**config.mk**
```make
export PLATFORM = sky130hd
export DESIGN_NAME = bsa_ctrl
export DESIGN_NICKNAME = d
export VERILOG_FILES = /design/src/rtl/core/bsa_pkg.sv /design/src/rtl/core/bsa_ctrl.sv
export SDC_FILE = /design/constraint.sdc
export NUM_CORES = 1
export LEC_CHECK = 0
export BUFFER_PORTS_ARGS = -buffer_cell sky130_fd_sc_hd__buf_2
export CORE_ASPECT_RATIO = 1.75
export CORE_MARGIN = 1.5
export CORE_UTILIZATION = 40
export CTS_BUF_LIST = sky130_fd_sc_hd__clkbuf_4
export CTS_CLUSTER_SIZE = 16
export DETAILED_ROUTE_END_ITERATION = 12
export GPL_TIMING_DRIVEN = 1
export SLEW_MARGIN = 25
export SYNTH_ARGS = -nofsm -noshare
export SYNTH_HDL_FRONTEND = slang
export SYNTH_SLANG_ARGS = --single-unit
```
**constraint.sdc**
```tcl
create_clock -name i_clk -period 3.78 [get_ports i_clk]
set_input_delay 0.378 -clock i_clk [delete_from_list [all_inputs] [get_ports i_clk]]
set_output_delay 0.378 -clock i_clk [all_outputs]
set_load 0.01 [all_outputs]
```
**src/rtl/core/bsa_pkg.sv**
```systemverilog
// ----------------------------------------------------------------------------
// bsa_pkg
// Shared types and codes for the bounding sphere approximator.
// ----------------------------------------------------------------------------
package bsa_pkg;

    // center_method register codes
    localparam logic [2:0] METH_BOX    = 3'd0;
    localparam logic [2:0] METH_MEAN   = 3'd1;
    localparam logic [2:0] METH_PAIR   = 3'd2;
    localparam logic [2:0] METH_BEST   = 3'd3;
    localparam logic [2:0] METH_SPHERE = 3'd4;

    // center candidate, also the method_used code
    typedef enum logic [1:0] {
        CAND_BOX  = 2'd0,
        CAND_MEAN = 2'd1,
        CAND_PAIR = 2'd2
    } t_cand;

    typedef struct packed {
        logic       load;       // store the accepted item
        logic       clr_set;    // drop the collected set
        logic       rd_en;      // read one stored point
        logic       cand_box;   // candidate <= box center
        logic       div_start;  // start mean division on axis
        logic [1:0] axis;
        logic       pi_latch;   // outer pair point <= read data
        logic       pi_first;   // also seed the pair candidate
        logic       d2_start;
        logic       d2_pair;    // distance from outer point, else from candidate
        logic       upd_pair;
        logic       rad_clr;
        logic       upd_rad;
        logic       sq_start;
        logic       best_clr;
        logic       best_upd;
        t_cand      cur;
        logic       add_item;
        logic       out_load;
    } t_cmd;

    typedef struct packed {
        logic div_done;
        logic d2_done;
        logic sq_done;
    } t_stat;

endpackage

```
**src/rtl/core/bsa_ctrl.sv**
```systemverilog
// ----------------------------------------------------------------------------
// bsa_ctrl
// Sequencer: load, candidate evaluation, radius passes and result hand-off.
// ----------------------------------------------------------------------------
module bsa_ctrl #(
    parameter int MAX_POINTS = 1024
) (
    input  logic                               i_clk,
    input  logic                               i_rst_n,
    input  logic                               i_s_tvalid,
    input  logic                               i_s_tlast,
    output logic                               o_s_tready,
    output logic                               o_m_tvalid,
    input  logic                               i_m_tready,
    input  logic                               i_cfg_we,
    input  logic [2:0]                         i_cfg_wdata,
    input  logic [$clog2(MAX_POINTS+1)-1:0]    i_count,
    input  bsa_pkg::t_stat                     i_stat,
    output bsa_pkg::t_cmd                      o_cmd,
    output logic [$clog2(MAX_POINTS)-1:0]      o_rd_addr
);
    localparam int AW = $clog2(MAX_POINTS);
    localparam int NW = $clog2(MAX_POINTS + 1);

    typedef enum logic [4:0] {
        S_LOAD, S_START, S_NEXT, S_DIV_GO, S_DIV_WAIT,
        S_PI_RD, S_PI_LAT, S_PJ_RD, S_PJ_GO, S_PJ_WAIT,
        S_RAD_INIT, S_R_RD, S_R_GO, S_R_WAIT, S_SQ_GO, S_SQ_WAIT, S_OUT
    } t_state;

    t_state          r_state;
    logic [2:0]      r_method;
    logic [2:0]      r_todo;      // box, mean, pair still to evaluate
    logic            r_add;
    bsa_pkg::t_cand  r_cur;
    logic [1:0]      r_axis;
    logic [NW-1:0]   r_i;
    logic [NW-1:0]   r_j;
    logic [NW-1:0]   r_k;
    logic            r_out_valid;

    logic            w_fire;
    logic            w_out_free;

    assign w_fire     = (r_state == S_LOAD) && i_s_tvalid;
    assign w_out_free = !r_out_valid || i_m_tready;

    always_ff @(posedge i_clk) begin
        if (!i_rst_n) begin
            r_state     <= S_LOAD;
            r_method    <= bsa_pkg::METH_BEST;
            r_todo      <= '0;
            r_add       <= 1'b0;
            r_cur       <= bsa_pkg::CAND_BOX;
            r_axis      <= '0;
            r_i         <= '0;
            r_j         <= '0;
            r_k         <= '0;
            r_out_valid <= 1'b0;
        end else begin
            if (i_cfg_we) r_method <= i_cfg_wdata;
            if (r_out_valid && i_m_tready && (r_state != S_OUT)) r_out_valid <= 1'b0;
            unique case (r_state)
                S_LOAD: begin
                    if (w_fire && i_s_tlast) r_state <= S_START;
                end
                S_START: begin
                    r_add <= (r_method == bsa_pkg::METH_SPHERE);
                    unique case (r_method)
                        bsa_pkg::METH_BOX:    r_todo <= 3'b001;
                        bsa_pkg::METH_MEAN:   r_todo <= 3'b010;
                        bsa_pkg::METH_PAIR:   r_todo <= 3'b100;
                        bsa_pkg::METH_SPHERE: r_todo <= 3'b001;
                        default:              r_todo <= 3'b111;
                    endcase
                    r_state <= S_NEXT;
                end
                S_NEXT: begin
                    if (r_todo[0]) begin
                        r_todo[0] <= 1'b0;
                        r_cur     <= bsa_pkg::CAND_BOX;
                        r_state   <= S_RAD_INIT;
                    end else if (r_todo[1]) begin
                        r_todo[1] <= 1'b0;
                        r_cur     <= bsa_pkg::CAND_MEAN;
                        r_axis    <= '0;
                        r_state   <= S_DIV_GO;
                    end else if (r_todo[2]) begin
                        r_todo[2] <= 1'b0;
                        r_cur     <= bsa_pkg::CAND_PAIR;
                        r_i       <= '0;
                        r_state   <= S_PI_RD;
                    end else begin
                        r_state <= S_OUT;
                    end
                end
                S_DIV_GO:   r_state <= S_DIV_WAIT;
                S_DIV_WAIT: begin
                    if (i_stat.div_done) begin
                        if (r_axis == 2'd2) begin
                            r_state <= S_RAD_INIT;
                        end else begin
                            r_axis  <= r_axis + 2'd1;
                            r_state <= S_DIV_GO;
                        end
                    end
                end
                S_PI_RD:  r_state <= S_PI_LAT;
                S_PI_LAT: begin
                    r_j <= r_i + NW'(1);
                    r_state <= ((r_i + NW'(1)) < i_count) ? S_PJ_RD : S_RAD_INIT;
                end
                S_PJ_RD:   r_state <= S_PJ_GO;
                S_PJ_GO:   r_state <= S_PJ_WAIT;
                S_PJ_WAIT: begin
                    if (i_stat.d2_done) begin
                        if ((r_j + NW'(1)) < i_count) begin
                            r_j     <= r_j + NW'(1);
                            r_state <= S_PJ_RD;
                        end else if ((r_i + NW'(2)) < i_count) begin
                            r_i     <= r_i + NW'(1);
                            r_state <= S_PI_RD;
                        end else begin
                            r_state <= S_RAD_INIT;
                        end
                    end
                end
                S_RAD_INIT: begin
                    r_k     <= '0;
                    r_state <= S_R_RD;
                end
                S_R_RD:   r_state <= S_R_GO;
                S_R_GO:   r_state <= S_R_WAIT;
                S_R_WAIT: begin
                    if (i_stat.d2_done) begin
                        if ((r_k + NW'(1)) < i_count) begin
                            r_k     <= r_k + NW'(1);
                            r_state <= S_R_RD;
                        end else begin
                            r_state <= S_SQ_GO;
                        end
                    end
                end
                S_SQ_GO:   r_state <= S_SQ_WAIT;
                S_SQ_WAIT: begin
                    if (i_stat.sq_done) r_state <= S_NEXT;
                end
                S_OUT: begin
                    if (w_out_free) begin
                        r_out_valid <= 1'b1;
                        r_state     <= S_LOAD;
                    end
                end
                default: r_state <= S_LOAD;
            endcase
        end
    end

    always_comb begin
        o_cmd           = '0;
        o_cmd.load      = w_fire;
        o_cmd.axis      = r_axis;
        o_cmd.cur       = r_cur;
        o_cmd.add_item  = r_add;
        o_cmd.cand_box  = (r_state == S_NEXT) && r_todo[0];
        o_cmd.div_start = (r_state == S_DIV_GO);
        o_cmd.rd_en     = (r_state == S_PI_RD) || (r_state == S_PJ_RD) ||
                          (r_state == S_R_RD);
        o_cmd.pi_latch  = (r_state == S_PI_LAT);
        o_cmd.pi_first  = (r_state == S_PI_LAT) && (r_i == '0);
        o_cmd.d2_start  = (r_state == S_PJ_GO) || (r_state == S_R_GO);
        o_cmd.d2_pair   = (r_state == S_PJ_GO);
        o_cmd.upd_pair  = (r_state == S_PJ_WAIT);
        o_cmd.rad_clr   = (r_state == S_RAD_INIT);
        o_cmd.upd_rad   = (r_state == S_R_WAIT);
        o_cmd.sq_start  = (r_state == S_SQ_GO);
        o_cmd.best_clr  = (r_state == S_START);
        o_cmd.best_upd  = (r_state == S_SQ_WAIT) && i_stat.sq_done;
        o_cmd.out_load  = (r_state == S_OUT) && w_out_free;
        o_cmd.clr_set   = (r_state == S_OUT) && w_out_free;
        case (r_state)
            S_PI_RD: o_rd_addr = r_i[AW-1:0];
            S_PJ_RD: o_rd_addr = r_j[AW-1:0];
            default: o_rd_addr = r_k[AW-1:0];
        endcase
    end

    assign o_s_tready = (r_state == S_LOAD);
    assign o_m_tvalid = r_out_valid;

endmodule

```
==> metrics.md, run 1 <==
| Metric | Value |
|---|---|
| Cell depth of the worst flop-to-flop path | 13 |
| Xor and xnor area share after synthesis | 6.685% |
| Number of cell rows | 51 |
| DRC violations left | 0 |
| Nets | 706 |
| Synth async-reset ratio | 0% |
| Routability cong. | 0.9224 |
| Fin area | 0.004971 mm^2 |
| Area of the multi-input gates | approximately 0.0033 mm^2 |
| Layout Skew | 0.02821 ns |
| Critical Path Slowest Stage Cell | dfxtp_1 |
| Leakage | 0.002121 uW |
| FF/Latch Area | approximately 0.001 mm^2 |
| FF-to-FF Start | r_k[0]$_SDFFE_PN0P_ |
| Final Max Slew Viols | 0 |
| Worst slew pin tran | 1.038 ns |
| Yosys warnings | 0 |
| Status | complete, no violations |
| Simple-gate share of the synthesized area | 26.93% |
| Clock sinks | 50 |
| Routed len/inst | ~18 um |
| Post-Synth Adder-Cell Area | 12.82% |
| Dpl ws | 0.2991 ns |
| Via count | 4510 |
| Most common cell after layout, fill and taps aside | nand2_1 |
| Fmax | 0.2848 GHz |
| Insertion delay to the later sink of the worst-skew pair | 0.41 ns |
| Vias per inst | 5.857 |
| Net Count, Synth | around 670 |
| H-tree lvl count | 2 |
| Seq/Total Area, Yosys | 21.83% |
| Pin count of the biggest net entering global routing | 34 |
| Max_cap viols | 0 |
| DIE WIDTH | 83.94 um |
| Vias in the first global route | 4352 |
| Final Util | between 40 and 50% |
| Kind of critical path | register to register |
| VDD IR max | ~230 uV |
| Fin. Hold Viols | 0 |
| Number of flops mapped to enable cells by yosys | 0 |
| Crit path time final | 3.511 ns |
| Total core area | ~0.011 mm^2 |
| Number of CTS-inserted buffers | 5 |
| Initial Util | 41.06% |
| Gate Count Post-Synth | 604 |
| Flop2flop setup slack | about 0.27 ns |
| RR Endpoint | r_k[7]$_SDFFE_PN0P_ |
| Tcrit/Tclk final | 92.88% |
| CP max FO | 14 |
| Setup TNS | 0 ns |
| Initial DRC Count | 234 |
| Top Ports | 56 |
| Cells along the critical path | ha_1, and3_1, nand3_1, or2_2, xnor2_1, ha_1, a21oi_1, o21ai_0, a211oi_2, o31ai_4, nor2_4, a21oi_1, a311oi_1 |
| Layout cell share with drive strength beyond 1 | 15.07% |
| Hold path start | i_cfg_wdata[1] |
| Largest family of logic cells by synthesized area | simple AND/OR/NAND/NOR gates |
| CTS Root Cell | clkbuf_4 |
| Pwr dens | slightly above 300 mW/mm^2 |
| Setup violators final | 0 |
| Setup crit end kind | register |
| Hold_buf cts | 0 |
| Ys flop type | dfxtp_1 |
| Area fraction in compound gates after synthesis | between 20% and 30% |
| Fillers | ~1.1k |
| Initial antenna violation count | 1 |
| Mux contribution to synthesized area | under 10% |
| First-pass GRT wire length | 21.60 mm |
| Worst Hold End | r_method[1]$_SDFFE_PN1P_ |
| GRT overflow | 0 |
| Req. time, crit path | 4.12 ns |
| DP HPWL | roughly 11 mm |
| Die ar. | approximately 0.012 mm^2 |
| # port buffers | 55 |
| Slowest Stage Delay on Critical Path | ~0.46 ns |
| Worst hold stages | 3 |
| Data arrival, critical path | 3.85 ns |
| CTS tree | yes |
| Most frequent cells in the layout | nand2_1, a21oi_1, buf_2, nor2_1, dfxtp_1 |
| Antenna Violating Nets Remaining | 0 |
| CP Launch Type | register |
| Slew HR | 30.73% |
| Drt pass-1 iters | 8 |
| Height of the die | 144.6 um |
| Yosys cell types | 68 |
| CTS Buffer Depth | 2 |
| Synthesis-to-layout area growth | 8.404% |
| Setup ws final | 0.2690 ns |
| Synthesized area per cell | 7.592 um^2 |
| GRT Overall Usage | 22.58% |
| Placed instance area | 0.004896 mm^2 |
| RSZ-0062 raised after global routing | no |
| Yosys reg bits | 50 |
| WL final | 13.57 mm |
| Hold crit path type | primary input to register |
| Reg clk slew, reported paths | 0.18 ns |
| Syn Std Cell Area | 0.004586 mm^2 |
## where the power goes
part	internal (uW)	total [uW]	switching [uW]	leakage [uW]
combinational	231	581	350	0.00169
clock	74.7	282	208	0.0000278
sequential	564	655	91.0	0.000404
total	869	1520	649	0.00212
## cells by family (layout without fill, tap and decap cells)
group / count (synthesis) / in the layout
simple gates: 243 / 243
compound gates: 144 / 144
buf+inv: 64 / 97
flops: 50 / 50
fa+ha+maj: 47 / 47
xor+xnor: 35 / 35
mux: 21 / 21
other cells: 0 / 1
## cells in the mapped netlist, types with 2 or more instances
cell / instances / area share (%)
nand2_1: 67 / 5.5
a21oi_1: 60 / 6.5
nor2_1: 54 / 4.4
dfxtp_1: 50 / 22
ha_1: 47 / 13
o21ai_0: 31 / 3.4
clkbuf_1: 25 / 2.0
nand3_1: 25 / 2.7
inv_1: 24 / 2.0
xnor2_1: 22 / 4.2
mux2i_1: 20 / 4.4
nand4_1: 14 / 1.9
nor3_1: 13 / 1.4
xor2_1: 13 / 2.5
nand2b_1: 11 / 1.5
nor2b_1: 11 / 1.5
and2_1: 8 / 1.1
and3_1: 8 / 1.1
o22ai_1: 8 / 1.1
buf_2: 5 / 0.55
nand3b_1: 5 / 0.82
o211ai_1: 5 / 0.82
or2_2: 5 / 0.68
a22oi_1: 4 / 0.65
a31oi_1: 4 / 0.55
buf_4: 4 / 0.65
buf_6: 4 / 0.98
o21a_1: 4 / 0.65
or3_1: 4 / 0.55
a21o_1: 3 / 0.49
nor4_1: 3 / 0.41
a311oi_1: 2 / 0.38
nor3b_1: 2 / 0.33
o311ai_0: 2 / 0.38
o31ai_1: 2 / 0.33
o32a_1: 2 / 0.44
or4_1: 2 / 0.33
## critical path, delay by kind of cell, from the launching register on
family	cells	cell delay, ns
and+or+nand+nor	4	1.05
AOI/OAI and AO/OA	6	1.20
DFF	1	0.46
adders and majority gates	2	0.53
xor gates and xnor gates	1	0.21
## layer usage
| layer | vias to the layer above | track usage, % | share of wire, % |
|---|---|---|---|
| met5 | - | 0 | 0 |
| met4 | 0 | 13.72 | 5.6 |
| met3 | 43 | 2.740 | 4.1 |
| met2 | 150 | 42.87 | 53 |
| met1 | 2096 | 23.45 | 37 |
| li1 | 2221 | - | - |
## per-stage QoR
step	total power, uW	std cells	hold WS [ns]
after CTS	1522	769	0.1505
final	1518	770	0.1625
after detailed placement	1242	761	0.4725
after floorplan	1081	604	0.4444
after global placement	1235	761	0.4570
after global routing	1619	770	0.1688
## sequential cells by signal, summed over array words and instances (netlist names)
name        count
r_todo          3
o_m_tvalid      1
r_k            11
r_cur           2
r_method        3
r_j            11
r_add           1
r_i            11
r_axis          2
r_state         5
## worst max path at each step
stage | from | endpoint | slack, ns | cells past startpoint
2_1_floorplan | r_j[0]$_SDFFE_PN0P_ | r_j[2]$_SDFFE_PN0P_ | 0.80 | 13
3_3_place_gp | r_k[0]$_SDFFE_PN0P_ | r_k[7]$_SDFFE_PN0P_ | 0.39 | 11
3_5_place_dp | r_j[1]$_SDFFE_PN0P_ | r_j[4]$_SDFFE_PN0P_ | 0.30 | 14
4_1_cts | r_j[1]$_SDFFE_PN0P_ | r_j[4]$_SDFFE_PN0P_ | 0.27 | 14
5_1_grt | r_k[0]$_SDFFE_PN0P_ | r_k[7]$_SDFFE_PN0P_ | 0.01 | 13
6_report | r_k[0]$_SDFFE_PN0P_ | r_k[7]$_SDFFE_PN0P_ | 0.27 | 13
## area by class of cell
type	instances	share of cell area, %
Tap cell	132	3.322
Timing Repair Buffer	64	6.897
Antenna cell	1	0.05034
Sequential cell	50	20.14
Inverter	25	2.139
Multi-Input combinational cell	490	66.22
Clock buffer	5	0.7551
Clock inverter	3	0.4782
## repair_timing
action | 4_1_cts | 5_1_grt
endpoints found under the setup margin | 0 | 1
gates resized for setup | 0 | 1
endpoints found under the hold margin | 0 | 0
setup buffers | 0 | 0
Power figures use the tool's default switching activity.
==> run 2: changes to the inputs <==
MAX_ROUTING_LAYER = met4   (was unset)
==> run 2 against run 1 <==
Effect of this change:
- non-clock buffer count unchanged
- power increased by 7.4%
- sequential cell count unchanged
- sequential share of layout area decreased by 0.13 points
- register-to-register slack gained 0.06 ns
- global-route usage grew 0.78 points
- critical path depth unchanged
- routed wire length increased by 1.0%
==> metrics.md, run 2 (synthesis gave the netlist of run 1 again) <==
| Metric | Value |
|---|---|
| DRC violations left | 0 (unchanged) |
| Crit path time final | 3.453 ns (-0.05828 ns) |
| CTS Buffer Depth | 2 (unchanged) |
| CTS Root Cell | clkbuf_4 |
| WL met3 | 403 um (-28%) |
| Pin count of the biggest net entering global routing | 34 (unchanged) |
| Nets | 706 (unchanged) |
| First-pass GRT wire length | 21.58 mm (about the same) |
| DIE WIDTH | 83.94 um (unchanged) |
| GRT Overall Usage | 23.37% (+0.78 points) |
| Final Util | 44.81% (+0.29 points) |
| Met2 wire len | 7.586 mm (+5.8%) |
| Vias in the first global route | 4282 (-1.6%) |
| Number of CTS-inserted buffers | 5 (unchanged) |
| Setup ws final | 0.3273 ns (+0.05828 ns) |
| Max_cap viols | 0 (unchanged) |
| Status | complete, no violations |
| Setup violators final | 0 (unchanged) |
| Flop2flop setup slack | 0.33 ns (+0.06 ns) |
| CTS tree | yes |
| Leakage | 0.002146 uW (+1.2%) |
| # port buffers | 55 (unchanged) |
| Delay-heaviest family, CP | compound AO/OA/AOI/OAI gates |
| Initial antenna violation count | 1 (unchanged) |
| WL final | 13.70 mm (+1.0%) |
| VDD IR max | 200.7 uV (-14%) |
| Number of cell rows | 51 (unchanged) |
| Die ar. | 0.01214 mm^2 (unchanged) |
| Dpl ws | 0.3252 ns (+0.02604 ns) |
| Routed len/inst | 17.79 um (+1.0%) |
| Cells along the critical path | ha_1, and3_1, nand3_1, or2_2, xnor2_1, ha_1, a21oi_1, o21ai_0, a211oi_2, o31ai_2, nor2_4, a21oi_1, a311oi_1 |
| Total core area | 0.01117 mm^2 (unchanged) |
| CP max FO | 14 (unchanged) |
| Routability cong. | 0.9141 (-0.90%) |
| Layout cell share with drive strength beyond 1 | 14.91% (-0.16 points) |
| Insertion delay to the later sink of the worst-skew pair | 0.40 ns (about the same) |
| Most common cell after layout, fill and taps aside | nand2_1 |
| GRT overflow | 0 (unchanged) |
| Setup crit end kind | register |
| Initial DRC Count | 239 (+2.1%) |
| Tot Pwr | 1631 uW (+7.4%) |
| Clock sinks | 50 (unchanged) |
| Most frequent cells in the layout | nand2_1, a21oi_1, buf_2, nor2_1, dfxtp_1 |
| Critical Path Slowest Stage Cell | dfxtp_1 |
| Pwr dens | 325.9 mW/mm^2 (+6.7%) |
| Wl on met1 | 5.286 mm (+4.0%) |
| Antenna Violating Nets Remaining | 0 (unchanged) |
| Vias per inst | 5.719 (-2.4%) |
| Req. time, crit path | 4.11 ns (about the same) |
| Fmax | 0.2896 GHz (+1.7%) |
| RSZ-0062 raised after global routing | no |
| Kind of critical path | register to register |
| Height of the die | 144.6 um (unchanged) |
| Max layer used | met4 |
| Worst slew pin tran | 1.003 ns (-0.03447 ns) |
| Top Ports | 56 (unchanged) |
| Slew HR | 32.70% (+2.0 points) |
| H-tree lvl count | 2 (unchanged) |
| Largest registers | r_i: 11 flops, r_j: 11 flops, r_k: 11 flops |
| Setup TNS | 0 ns (unchanged) |
| Via count | 4404 (-2.4%) |
| Reg clk slew, reported paths | 0.17 ns (about the same) |
| Fin. Hold Viols | 0 (unchanged) |
| Initial Util | 41.06% (unchanged) |
| DP HPWL | 10.83 mm (+1.3%) |
| Hold crit path type | primary input to register |
| CP Launch Type | register |
| Tcrit/Tclk final | 91.34% (-1.5 points) |
| Slowest Stage Delay on Critical Path | 0.45 ns (about the same) |
| Synthesis-to-layout area growth | 9.113% |
| Worst Path Buf+Inv | 0 (unchanged) |
| Data arrival, critical path | 3.78 ns (-0.07 ns) |
| Final Max Slew Viols | 0 (unchanged) |
| Layout Skew | 0.01266 ns (-0.01556 ns) |
| Drt pass-1 iters | 5 (-3) |
-- run 2: worst paths after layout --
path                        startpoint                  endpoint  cells past startpoint
hold / removal          i_cfg_wdata[1]  r_method[1]$_SDFFE_PN1P_                      3
hold reg to reg   r_k[10]$_SDFFE_PN0P_      r_k[10]$_SDFFE_PN0P_                      2
setup reg to reg   r_k[0]$_SDFFE_PN0P_       r_k[7]$_SDFFE_PN0P_                     13
setup / recovery   r_k[0]$_SDFFE_PN0P_       r_k[7]$_SDFFE_PN0P_                     13
-- run 2: what timing repair did --
item                                    in CTS  in global routing
hold buffers                                 0                  0
setup buffers                                0                  0
gates resized for setup                      0                  1
endpoints found under the setup margin       0                  1
-- run 2: where the power goes --
group          switching (uW)  total, uW  leakage (uW)  internal, uW
logic                     335        560       0.00169           224
registers                 104        668      0.000404           563
clock network             199        403     0.0000528           204
total                     639       1630       0.00215           992
-- run 2: routing by layer --
layer / track usage (%) / vias to the layer above
met5: - / -
met1: 23.99 / 2068
li1: - / 2207
met2: 44.69 / 103
met4: 9.836 / 0
met3: 2.626 / 26
-- run 2: worst min-delay path: cells and delay by family --
family,cells,cell delay [ns]
buffers and inverters,1,0.07
multiplexers,1,0.06
AND/OR/NAND/NOR,1,0.06
-- run 2: through the flow --
stage	hold WS, ns	area [um^2]	cells
floorplan	0.4444	4586	604
global placement	0.4600	4896	761
detailed placement	0.4636	4896	761
CTS	0.1813	4997	769
global route	0.2020	5004	770
finish	0.1853	5004	770
-- run 2: cell type report --
type                    instances  area (um^2)
repair buffers                 64        342.8
fillers                      1144         6163
well taps                     132        165.2
multi-input cells             490         3284
diodes                          1        2.502
inverters                      25        106.4
clock buffers                   5        37.54
clock inverters                 3        63.81
flip-flops and latches         50         1001
